==> config.mk <==
export PLATFORM = sky130hd
export DESIGN_NAME = chip8_ctrl
export DESIGN_NICKNAME = d
export VERILOG_FILES = /design/src/design/chip8_pkg.sv /design/src/design/chip8_ctrl.sv
export SDC_FILE = /design/constraint.sdc
export NUM_CORES = 1
export LEC_CHECK = 0
export ABC_AREA = 1
export ABC_CLOCK_PERIOD_IN_PS = 1800
export BUFFER_PORTS_ARGS = -buffer_cell sky130_fd_sc_hd__buf_2
export CORE_ASPECT_RATIO = 1.2
export CORE_UTILIZATION = 53
export CTS_CLUSTER_DIAMETER = 30
export DETAILED_ROUTE_END_ITERATION = 16
export GPL_ROUTABILITY_DRIVEN = 0
export PLACE_DENSITY_LB_ADDON = 0.1
export SETUP_SLACK_MARGIN = 0.15
export SYNTH_ARGS = -nofsm -noshare
export SYNTH_HDL_FRONTEND = slang
export SYNTH_SLANG_ARGS = --single-unit
==> constraint.sdc <==
create_clock -name aclk -period 1.8 [get_ports aclk]
set_clock_uncertainty 0.15 [all_clocks]
set_input_delay 0.18 -clock aclk [delete_from_list [all_inputs] [get_ports aclk]]
set_output_delay 0.18 -clock aclk [all_outputs]
set_load 0.02 [all_outputs]
==> src/design/chip8_pkg.sv <==
`timescale 1ns / 1ps
// ----------------------------------------------------------------------------
// chip8_pkg
// Shared constants, datapath command codes, status struct and helper
// functions for the CHIP-8 execution core.
// ----------------------------------------------------------------------------
package chip8_pkg;

    localparam int MEM_BYTES   = 4096;
    localparam int SCREEN_W    = 64;
    localparam int SCREEN_H    = 32;
    localparam int STACK_DEPTH = 16;

    localparam int ADDR_W = $clog2(MEM_BYTES);
    localparam int ROW_W  = $clog2(SCREEN_H);
    localparam int COL_W  = $clog2(SCREEN_W);
    localparam int LVL_W  = $clog2(STACK_DEPTH + 1);
    localparam int SP_W   = $clog2(STACK_DEPTH);
    localparam int CNT_W  = 5;

    localparam logic [ADDR_W-1:0] PC_START  = 12'h200;
    localparam logic [ADDR_W-1:0] FONT_BASE = 12'h050;

    localparam logic [1:0] MODE_WRITE = 2'd0;
    localparam logic [1:0] MODE_EXEC  = 2'd1;
    localparam logic [1:0] MODE_PIXEL = 2'd2;

    localparam logic [1:0] ERR_NONE      = 2'd0;
    localparam logic [1:0] ERR_UNKNOWN   = 2'd1;
    localparam logic [1:0] ERR_OVERFLOW  = 2'd2;
    localparam logic [1:0] ERR_UNDERFLOW = 2'd3;

    typedef enum logic [4:0] {
        CMD_NOP,
        CMD_LATCH,
        CMD_CLEAR,
        CMD_WRITE,
        CMD_PIX_RD,
        CMD_PIX_GET,
        CMD_FETCH_HI,
        CMD_FETCH_LO,
        CMD_OP_LO,
        CMD_RD_Y,
        CMD_EXEC,
        CMD_DRAW_RD,
        CMD_DRAW_WR,
        CMD_FCLR,
        CMD_BCD,
        CMD_STORE,
        CMD_LOAD_RD,
        CMD_LOAD_WR,
        CMD_RESULT
    } dp_cmd_t;

    typedef struct packed {
        logic clr_last;
        logic cnt_last;
        logic is_draw;
        logic is_fclr;
        logic is_bcd;
        logic is_store;
        logic is_load;
    } dp_status_t;

    // One decimal digit of an 8-bit value: 0 hundreds, 1 tens, 2 ones.
    function automatic logic [7:0] bcd_digit(input logic [7:0] v, input logic [1:0] k);
        logic [1:0]  h;
        logic [7:0]  r;
        logic [15:0] p;
        logic [3:0]  t;
        logic [7:0]  u;
        h = (v >= 8'd200) ? 2'd2 : ((v >= 8'd100) ? 2'd1 : 2'd0);
        r = v - 8'(h * 8'd100);
        p = 16'(r) * 16'd205;
        t = p[14:11];
        u = r - 8'(t * 8'd10);
        case (k)
            2'd0:    bcd_digit = {6'h0, h};
            2'd1:    bcd_digit = {4'h0, t};
            default: bcd_digit = u;
        endcase
    endfunction

    // Place a sprite line on a screen row starting at column x0, wrapping.
    function automatic logic [SCREEN_W-1:0] sprite_row(input logic [7:0] line,
                                                      input logic [COL_W-1:0] x0);
        logic [SCREEN_W-1:0]   s;
        logic [2*SCREEN_W-1:0] d;
        s = '0;
        for (int c = 0; c < 8; c++) begin
            s[c] = line[7-c];
        end
        d = {s, s} << x0;
        sprite_row = d[2*SCREEN_W-1:SCREEN_W];
    endfunction

endpackage

==> src/design/chip8_ctrl.sv <==
`timescale 1ns / 1ps
// ----------------------------------------------------------------------------
// chip8_ctrl
// Sequencer: clearing pass, handshakes and per-step command issue.
// ----------------------------------------------------------------------------
module chip8_ctrl (
    input  logic                   aclk,
    input  logic                   aresetn,
    input  logic                   s_valid,
    output logic                   s_ready,
    input  logic [1:0]             s_mode,
    output logic                   m_valid,
    input  logic                   m_ready,
    input  chip8_pkg::dp_status_t  status,
    output chip8_pkg::dp_cmd_t     cmd
);
    import chip8_pkg::*;

    typedef enum logic [17:0] {
        ST_CLEAR    = 18'h00001,
        ST_IDLE     = 18'h00002,
        ST_WRITE    = 18'h00004,
        ST_PIX_RD   = 18'h00008,
        ST_PIX_GET  = 18'h00010,
        ST_FETCH_HI = 18'h00020,
        ST_FETCH_LO = 18'h00040,
        ST_OP_LO    = 18'h00080,
        ST_RD_Y     = 18'h00100,
        ST_EXEC     = 18'h00200,
        ST_DRAW_RD  = 18'h00400,
        ST_DRAW_WR  = 18'h00800,
        ST_FCLR     = 18'h01000,
        ST_BCD      = 18'h02000,
        ST_STORE    = 18'h04000,
        ST_LOAD_RD  = 18'h08000,
        ST_LOAD_WR  = 18'h10000,
        ST_DONE     = 18'h20000
    } state_t;

    state_t state_reg, state_next;
    logic   m_valid_reg, m_valid_next;

    assign s_ready = (state_reg == ST_IDLE);
    assign m_valid = m_valid_reg;

    always_comb begin
        state_next   = state_reg;
        cmd          = CMD_NOP;
        m_valid_next = m_valid_reg && !m_ready;
        case (state_reg)
            ST_CLEAR: begin
                cmd = CMD_CLEAR;
                if (status.clr_last) begin
                    state_next = ST_IDLE;
                end
            end
            ST_IDLE: begin
                if (s_valid) begin
                    cmd = CMD_LATCH;
                    if (s_mode == MODE_EXEC) begin
                        state_next = ST_FETCH_HI;
                    end else if (s_mode == MODE_PIXEL) begin
                        state_next = ST_PIX_RD;
                    end else begin
                        state_next = ST_WRITE;
                    end
                end
            end
            ST_WRITE: begin
                cmd        = CMD_WRITE;
                state_next = ST_DONE;
            end
            ST_PIX_RD: begin
                cmd        = CMD_PIX_RD;
                state_next = ST_PIX_GET;
            end
            ST_PIX_GET: begin
                cmd        = CMD_PIX_GET;
                state_next = ST_DONE;
            end
            ST_FETCH_HI: begin
                cmd        = CMD_FETCH_HI;
                state_next = ST_FETCH_LO;
            end
            ST_FETCH_LO: begin
                cmd        = CMD_FETCH_LO;
                state_next = ST_OP_LO;
            end
            ST_OP_LO: begin
                cmd        = CMD_OP_LO;
                state_next = ST_RD_Y;
            end
            ST_RD_Y: begin
                cmd        = CMD_RD_Y;
                state_next = ST_EXEC;
            end
            ST_EXEC: begin
                cmd = CMD_EXEC;
                if (status.is_draw) begin
                    state_next = ST_DRAW_RD;
                end else if (status.is_fclr) begin
                    state_next = ST_FCLR;
                end else if (status.is_bcd) begin
                    state_next = ST_BCD;
                end else if (status.is_store) begin
                    state_next = ST_STORE;
                end else if (status.is_load) begin
                    state_next = ST_LOAD_RD;
                end else begin
                    state_next = ST_DONE;
                end
            end
            ST_DRAW_RD: begin
                cmd        = CMD_DRAW_RD;
                state_next = ST_DRAW_WR;
            end
            ST_DRAW_WR: begin
                cmd        = CMD_DRAW_WR;
                state_next = status.cnt_last ? ST_DONE : ST_DRAW_RD;
            end
            ST_FCLR: begin
                cmd = CMD_FCLR;
                if (status.cnt_last) begin
                    state_next = ST_DONE;
                end
            end
            ST_BCD: begin
                cmd = CMD_BCD;
                if (status.cnt_last) begin
                    state_next = ST_DONE;
                end
            end
            ST_STORE: begin
                cmd = CMD_STORE;
                if (status.cnt_last) begin
                    state_next = ST_DONE;
                end
            end
            ST_LOAD_RD: begin
                cmd        = CMD_LOAD_RD;
                state_next = ST_LOAD_WR;
            end
            ST_LOAD_WR: begin
                cmd        = CMD_LOAD_WR;
                state_next = status.cnt_last ? ST_DONE : ST_LOAD_RD;
            end
            ST_DONE: begin
                // hold until the result register is free
                if (!m_valid_reg || m_ready) begin
                    cmd          = CMD_RESULT;
                    m_valid_next = 1'b1;
                    state_next   = ST_IDLE;
                end
            end
            default: begin
                state_next = ST_IDLE;
            end
        endcase
    end

    always_ff @(posedge aclk) begin
        if (!aresetn) begin
            state_reg   <= ST_CLEAR;
            m_valid_reg <= 1'b0;
        end else begin
            state_reg   <= state_next;
            m_valid_reg <= m_valid_next;
        end
    end

    a_state_onehot: assert property (@(posedge aclk) disable iff (!aresetn)
        $onehot(state_reg))
        else $error("controller state not one-hot");

    a_result_loaded: assert property (@(posedge aclk) disable iff (!aresetn)
        (state_reg == ST_DONE && (!m_valid_reg || m_ready))
        |=> (m_valid_reg && state_reg == ST_IDLE))
        else $error("finished step did not present a result");

    a_exec_fetch: assert property (@(posedge aclk) disable iff (!aresetn)
        (s_valid && s_ready && s_mode == MODE_EXEC) |=> (state_reg == ST_FETCH_HI))
        else $error("execute transfer did not start a fetch");

endmodule

==> summary.txt, run 1 <==
Die
  – Cell Rows: 20
  – Initial Util: a little under three fifths
  – # IOs: 20
  – Width of the chip: between 50 and 60 µm
  – Die height: about 60 µm

Global route
  – Pin count of the biggest net entering global routing: 13

Clocking
  – Total number of H-tree levels: 1
  – CTS buffer count: 3
  – Longest Clk Path Bufs: 2
  – Clock root buffer: sky130_fd_sc_hd__clkbuf_4
  – Clock Sinks: 19

STA
  – Worst endpoint left by the global-route repair_timing run: cmd[0]
  – Kind of pin the worst path terminates on: output port

Yosys
  – Proportion of synthesized chip area in sequential cells: approximately a quarter
  – FF+latch count, synth: 19
  – Average cell area after synthesis: a little under 6 µm²
  – Net count of the mapped netlist: approximately 260
  – Gate count of the mapped netlist: 248
  – Cell Area, Synth: approximately 1500 µm²
  – Synth warnings: 0
  – Distinct cells, synth: 20

Placement
  – Detailed Place HPWL: approximately 3200 µm
  – IO buf count: 19

Status
  – Stopped at: 5_1_grt
  – Run status: did not finish
  – First Error: [ERROR DPL-0038] Utilization greater than 100%, impossible to legalize
==> synthesized netlist by cell type <==
cell / number / area [µm²]
sky130_fd_sc_hd__nand2_1: 53 / 199
sky130_fd_sc_hd__nor3_1: 13 / 65.1
sky130_fd_sc_hd__inv_2: 4 / 15.0
sky130_fd_sc_hd__nand4_1: 13 / 81.3
sky130_fd_sc_hd__buf_4: 2 / 15.0
sky130_fd_sc_hd__o21ai_1: 1 / 5.00
sky130_fd_sc_hd__nand3_1: 27 / 135
sky130_fd_sc_hd__ha_1: 2 / 25.0
sky130_fd_sc_hd__o22ai_1: 2 / 12.5
sky130_fd_sc_hd__nor2_4: 5 / 56.3
sky130_fd_sc_hd__a21oi_1: 6 / 30.0
sky130_fd_sc_hd__buf_1: 1 / 3.75
sky130_fd_sc_hd__nor2_1: 39 / 146
sky130_fd_sc_hd__nor2_8: 1 / 20.0
sky130_fd_sc_hd__dfxtp_1: 19 / 380
sky130_fd_sc_hd__nand2_2: 5 / 31.3
sky130_fd_sc_hd__nand2_4: 2 / 22.5
sky130_fd_sc_hd__nor2_2: 3 / 18.8
sky130_fd_sc_hd__inv_1: 42 / 158
sky130_fd_sc_hd__nand3b_1: 8 / 60.1
==> repair_timing <==
action,in CTS
pin swaps,34
gates resized for setup,85
endpoints found under the hold margin,1
hold buffers,1
cloned,0
setup endpoints to repair,23
setup buffers,31
==> through the flow <==
| stage | hold WS [ns] | cell area [µm²] | cells | util (%) | setup WS (ns) |
|---|---|---|---|---|---|
| after CTS | 0.00321 | 2360 | 360 | 90.8 | -0.240 |
| after detailed placement | 0.329 | 1830 | 324 | 70.1 | -0.0744 |
| after global placement | 0.318 | 1830 | 324 | 70.1 | -0.0743 |
| after floorplan | 0.156 | 1500 | 248 | - | 0.155 |
==> kinds of logic after synthesis <==
family                   Yosys count  synth area share [%]
flip-flops                        19                  25.7
buffers and inverters             49                  12.9
AO/OA/AOI/OAI                      9                  3.21
AND/OR/NAND/NOR                  169                  56.5
adder cells (fa/ha/maj)            2                  1.69
==> run 2, diff against run 1 <==
--- a/config.mk
+++ b/config.mk
@@ -8,13 +8,10 @@
 export ABC_AREA = 1
 export ABC_CLOCK_PERIOD_IN_PS = 1800
 export BUFFER_PORTS_ARGS = -buffer_cell sky130_fd_sc_hd__buf_2
-export CORE_ASPECT_RATIO = 1.2
-export CORE_UTILIZATION = 53
-export CTS_CLUSTER_DIAMETER = 30
+export CORE_UTILIZATION = 38
 export DETAILED_ROUTE_END_ITERATION = 16
 export GPL_ROUTABILITY_DRIVEN = 0
-export PLACE_DENSITY_LB_ADDON = 0.1
-export SETUP_SLACK_MARGIN = 0.15
+export PLACE_DENSITY_LB_ADDON = 0.15
 export SYNTH_ARGS = -nofsm -noshare
 export SYNTH_HDL_FRONTEND = slang
 export SYNTH_SLANG_ARGS = --single-unit
==> summary.txt, run 2 <==
Min path
  – Kind of path behind the tightest hold check: in -> reg

Cells and area
  – Area growth syn-to-layout: 57.2%
  – Commonest cells after routing, fill and taps aside: sky130_fd_sc_hd__buf_4 (50), sky130_fd_sc_hd__nand2_1 (44), sky130_fd_sc_hd__inv_1 (39), sky130_fd_sc_hd__nor2_1 (24), sky130_fd_sc_hd__nand3_1 (19)
  – Total number of nets in the final design: 338
  – Core Util, Final: roughly 63%
  – Most frequent standard cell in the layout excluding fill and tap cells: sky130_fd_sc_hd__buf_4
  – Fill cell instance count of the final layout: about 340
  – Share of layout cells above drive strength 1: between 40 and 50%
  – Max reg flops: 18
  – Diodes inserted: 0

Clocking
  – Clock root buffer: sky130_fd_sc_hd__clkbuf_8
  – Clock tree from TritonCTS: yes
  – Clock transition at path regs: 0.08 ns
  – Total number of H-tree levels: 1 (unchanged)
  – Worst skew pair latency: 0.27 ns
  – Longest Clk Path Bufs: 2 (unchanged)
  – CTS buffer count: 3 (unchanged)
  – Clock Sinks: 19 (unchanged)

Pwr
  – Internal portion of total power: 750 µW
  – Combinational share of power: roughly a third
  – Register share of total power: between 30% and 40%
  – Power share of the clock group: 28.0%
  – Net Sw Frac: 33.6%
  – Worst vdd rail ir drop: around 390 µV
  – Leakage power figure: between 0.001 and 0.0015 µW
  – Total power density per cell area: approximately 500 nW/µm²
  – Net load switching power: approximately 380 µW

Detailed routing
  – Post-route ant nets: 0
  – Via-to-Cell Ratio: a little under 5
  – Routed length per instance: ~12 µm
  – Vias: around 1800
  – Number of iterations in the first detailed-routing pass: 4
  – Drc violations: 0
  – Final Routed Wirelength: about 4600 µm
  – Violation count after the first detailed-routing iteration: 78

Yosys
  – Distinct cells, synth: 20 (unchanged)
  – Most used standard cells in the synthesized netlist: sky130_fd_sc_hd__nand2_1 (53), sky130_fd_sc_hd__inv_1 (42), sky130_fd_sc_hd__nor2_1 (39)
  – Average cell area after synthesis: 5.97 µm² (unchanged)
  – EDFF count, synth: 0 (unchanged)
  – Area contributors post-synth: sky130_fd_sc_hd__dfxtp_1 (26%), sky130_fd_sc_hd__nand2_1 (13%), sky130_fd_sc_hd__inv_1 (11%), sky130_fd_sc_hd__nor2_1 (9.9%), sky130_fd_sc_hd__nand3_1 (9.1%)
  – Net count of the mapped netlist: 263 (unchanged)
  – Cell Area, Synth: 1480 µm² (unchanged)
  – Async set-or-reset flop fraction in the synthesized netlist: 0% (unchanged)
  – Gate count of the mapped netlist: 248 (unchanged)
  – FF+latch count, synth: 19 (unchanged)
  – Proportion of synthesized chip area in sequential cells: 25.7% (unchanged)
  – Fraction of post-synthesis cell area in the top cell type by area: 25.7% (unchanged)
  – Flip-flop cell with the highest count after synthesis: sky130_fd_sc_hd__dfxtp_1
  – Leading cell type by number of instances after synthesis: sky130_fd_sc_hd__nand2_1
  – Library cell with the largest summed area after synthesis: sky130_fd_sc_hd__dfxtp_1
  – Synth warnings: 0 (unchanged)

STA
  – Final count of negative-setup-slack endpoints: 9
  – Setup slack after layout: -0.247 ns
  – Least-Margin Pin Slew: around 0.25 ns
  – Final sum of negative setup slack: -1.14 ns
  – Worst slew margin relative to its limit: roughly 83%
  – Time the final worst path needs with I/O delays and setup: 2.05 ns
  – Final-report max-slew violation count: 0
  – Final-layout worst hold slack: 0.0268 ns
  – Highest Clock Rate: between 400 and 500 MHz
  – Setup repair after global routing missed its margin: yes
  – Hold violation total from the final report: 0
  – Share of the cycle needed by the critical path after routing: 114%

Die
  – Initial Util: 40.1% (-17 points)
  – # IOs: 20 (unchanged)
  – Width of the chip: 64.4 µm (+28%)
  – Cell Rows: 22 (+10%)
  – Die height: 64.4 µm (+7.5%)
  – Die area: 4150 µm²
  – Placeable Area: approximately 3700 µm²

Status
  – Run status: finished, violations left
  – Failing checks: negative setup slack

Setup path
  – Path type of the worst setup path: reg -> out
  – Launching element type of the critical path: flip-flop
  – Critical path capture point type: output pin
  – Arrival @ worst endpoint: about 1.7 ns
  – Required arrival time at the worst endpoint: roughly 1.5 ns
  – Maximum net fanout on the critical path: 8

Global route
  – Pin count of the biggest net entering global routing: 13
  – Global-route total usage across every layer: between 20% and 30%
  – Vias in the first global route: approximately 1700
  – Global route total overflow: 0
  – Initial antenna violation count: 0
  – Global-route wire length before repair: ~7600 µm

Placement
  – Detailed Place HPWL: 3410 µm (+5.9%)
  – Pre-CTS setup slack: -0.0447 ns (+0.0297 ns)
  – IO buf count: 19 (unchanged)

Job
  – Number of max-cap violations: 0
-- run 2: cell counts after synthesis --
No cell type changed its count.
-- run 2: power by group through the flow --
stage | sequential [µW] | clock, µW | combinational, µW
2_1_floorplan | 450 | 0 | 174
3_3_place_gp | 449 | 0 | 302
3_5_place_dp | 449 | 0 | 301
4_1_cts | 441 | 326 | 343
5_1_grt | 441 | 346 | 404
6_report | 440 | 317 | 373
-- run 2: final cells by class --
class                      count  area [µm²]  share of cell area (%)
timing repair buffer          73         553                    23.8
inverter                      46         175                    7.53
sequential                    19         402                    17.3
clock buffer                   4        45.0                    1.94
tap                           48        60.1                    2.58
multi-input combinational    180        1090                    46.9
-- run 2: repair_timing --
action,CTS,global route
endpoints found under the setup margin,20,23
buffers inserted,6,4
endpoints found under the hold margin,0,0
pin swaps,21,21
resized for setup,50,35
hold buffers,0,0
-- run 2: kinds of logic (layout without fill, tap and decap cells) --
family                     Yosys count  in the layout  synth area share, %
buffers and inverters               49            123                 12.9
and+or+nand+nor                    169            169                 56.5
DFF                                 19             19                 25.7
adders and majority gates            2              2                 1.69
AOI/OAI and AO/OA                    9              9                 3.21
-- run 2: per-stage QoR --
stage	power (µW)	instances	cell area [µm²]
floorplan	624	248	1480
global placement	750	357	1950
detailed placement	750	357	1950
CTS	1110	367	2200
global route	1190	370	2330
finish	1130	370	2330
-- run 2: final timing paths --
kind                                                    to  depth (start not counted)                       from  slack, ns
worst max-delay path                                cmd[1]                          9  state_reg[0]$_SDFFE_PN1P_      -0.25
worst min-delay path            state_reg[13]$_SDFFE_PN0P_                          3                  status[2]       0.03
worst max register to register  state_reg[17]$_SDFFE_PN0P_                         11  state_reg[0]$_SDFFE_PN1P_      -0.04
worst min register to register          m_valid$_SDFF_PN0_                          4         m_valid$_SDFF_PN0_       0.42
-- run 2: worst max-delay path, stage by stage, from the launching register on --
cell and delay, ns:
sky130_fd_sc_hd__dfxtp_2 0.34, sky130_fd_sc_hd__nor2_4 0.14, sky130_fd_sc_hd__nand2_4 0.11, sky130_fd_sc_hd__nor2_8 0.21, sky130_fd_sc_hd__nand2_4 0.09, sky130_fd_sc_hd__nor2_4 0.14, sky130_fd_sc_hd__buf_4 0.12, sky130_fd_sc_hd__nor3_1 0.04
sky130_fd_sc_hd__nand3_1 0.12, sky130_fd_sc_hd__buf_6 0.14
-- run 2: metal layers --
metal | wire length (µm) | global-route usage (%)
met5 | 0 | 0
met4 | 90 | 11.4
met3 | 175 | 4.93
met2 | 2210 | 37.2
met1 | 2100 | 30.9
Note: power is estimated with default switching activity, not from simulation.
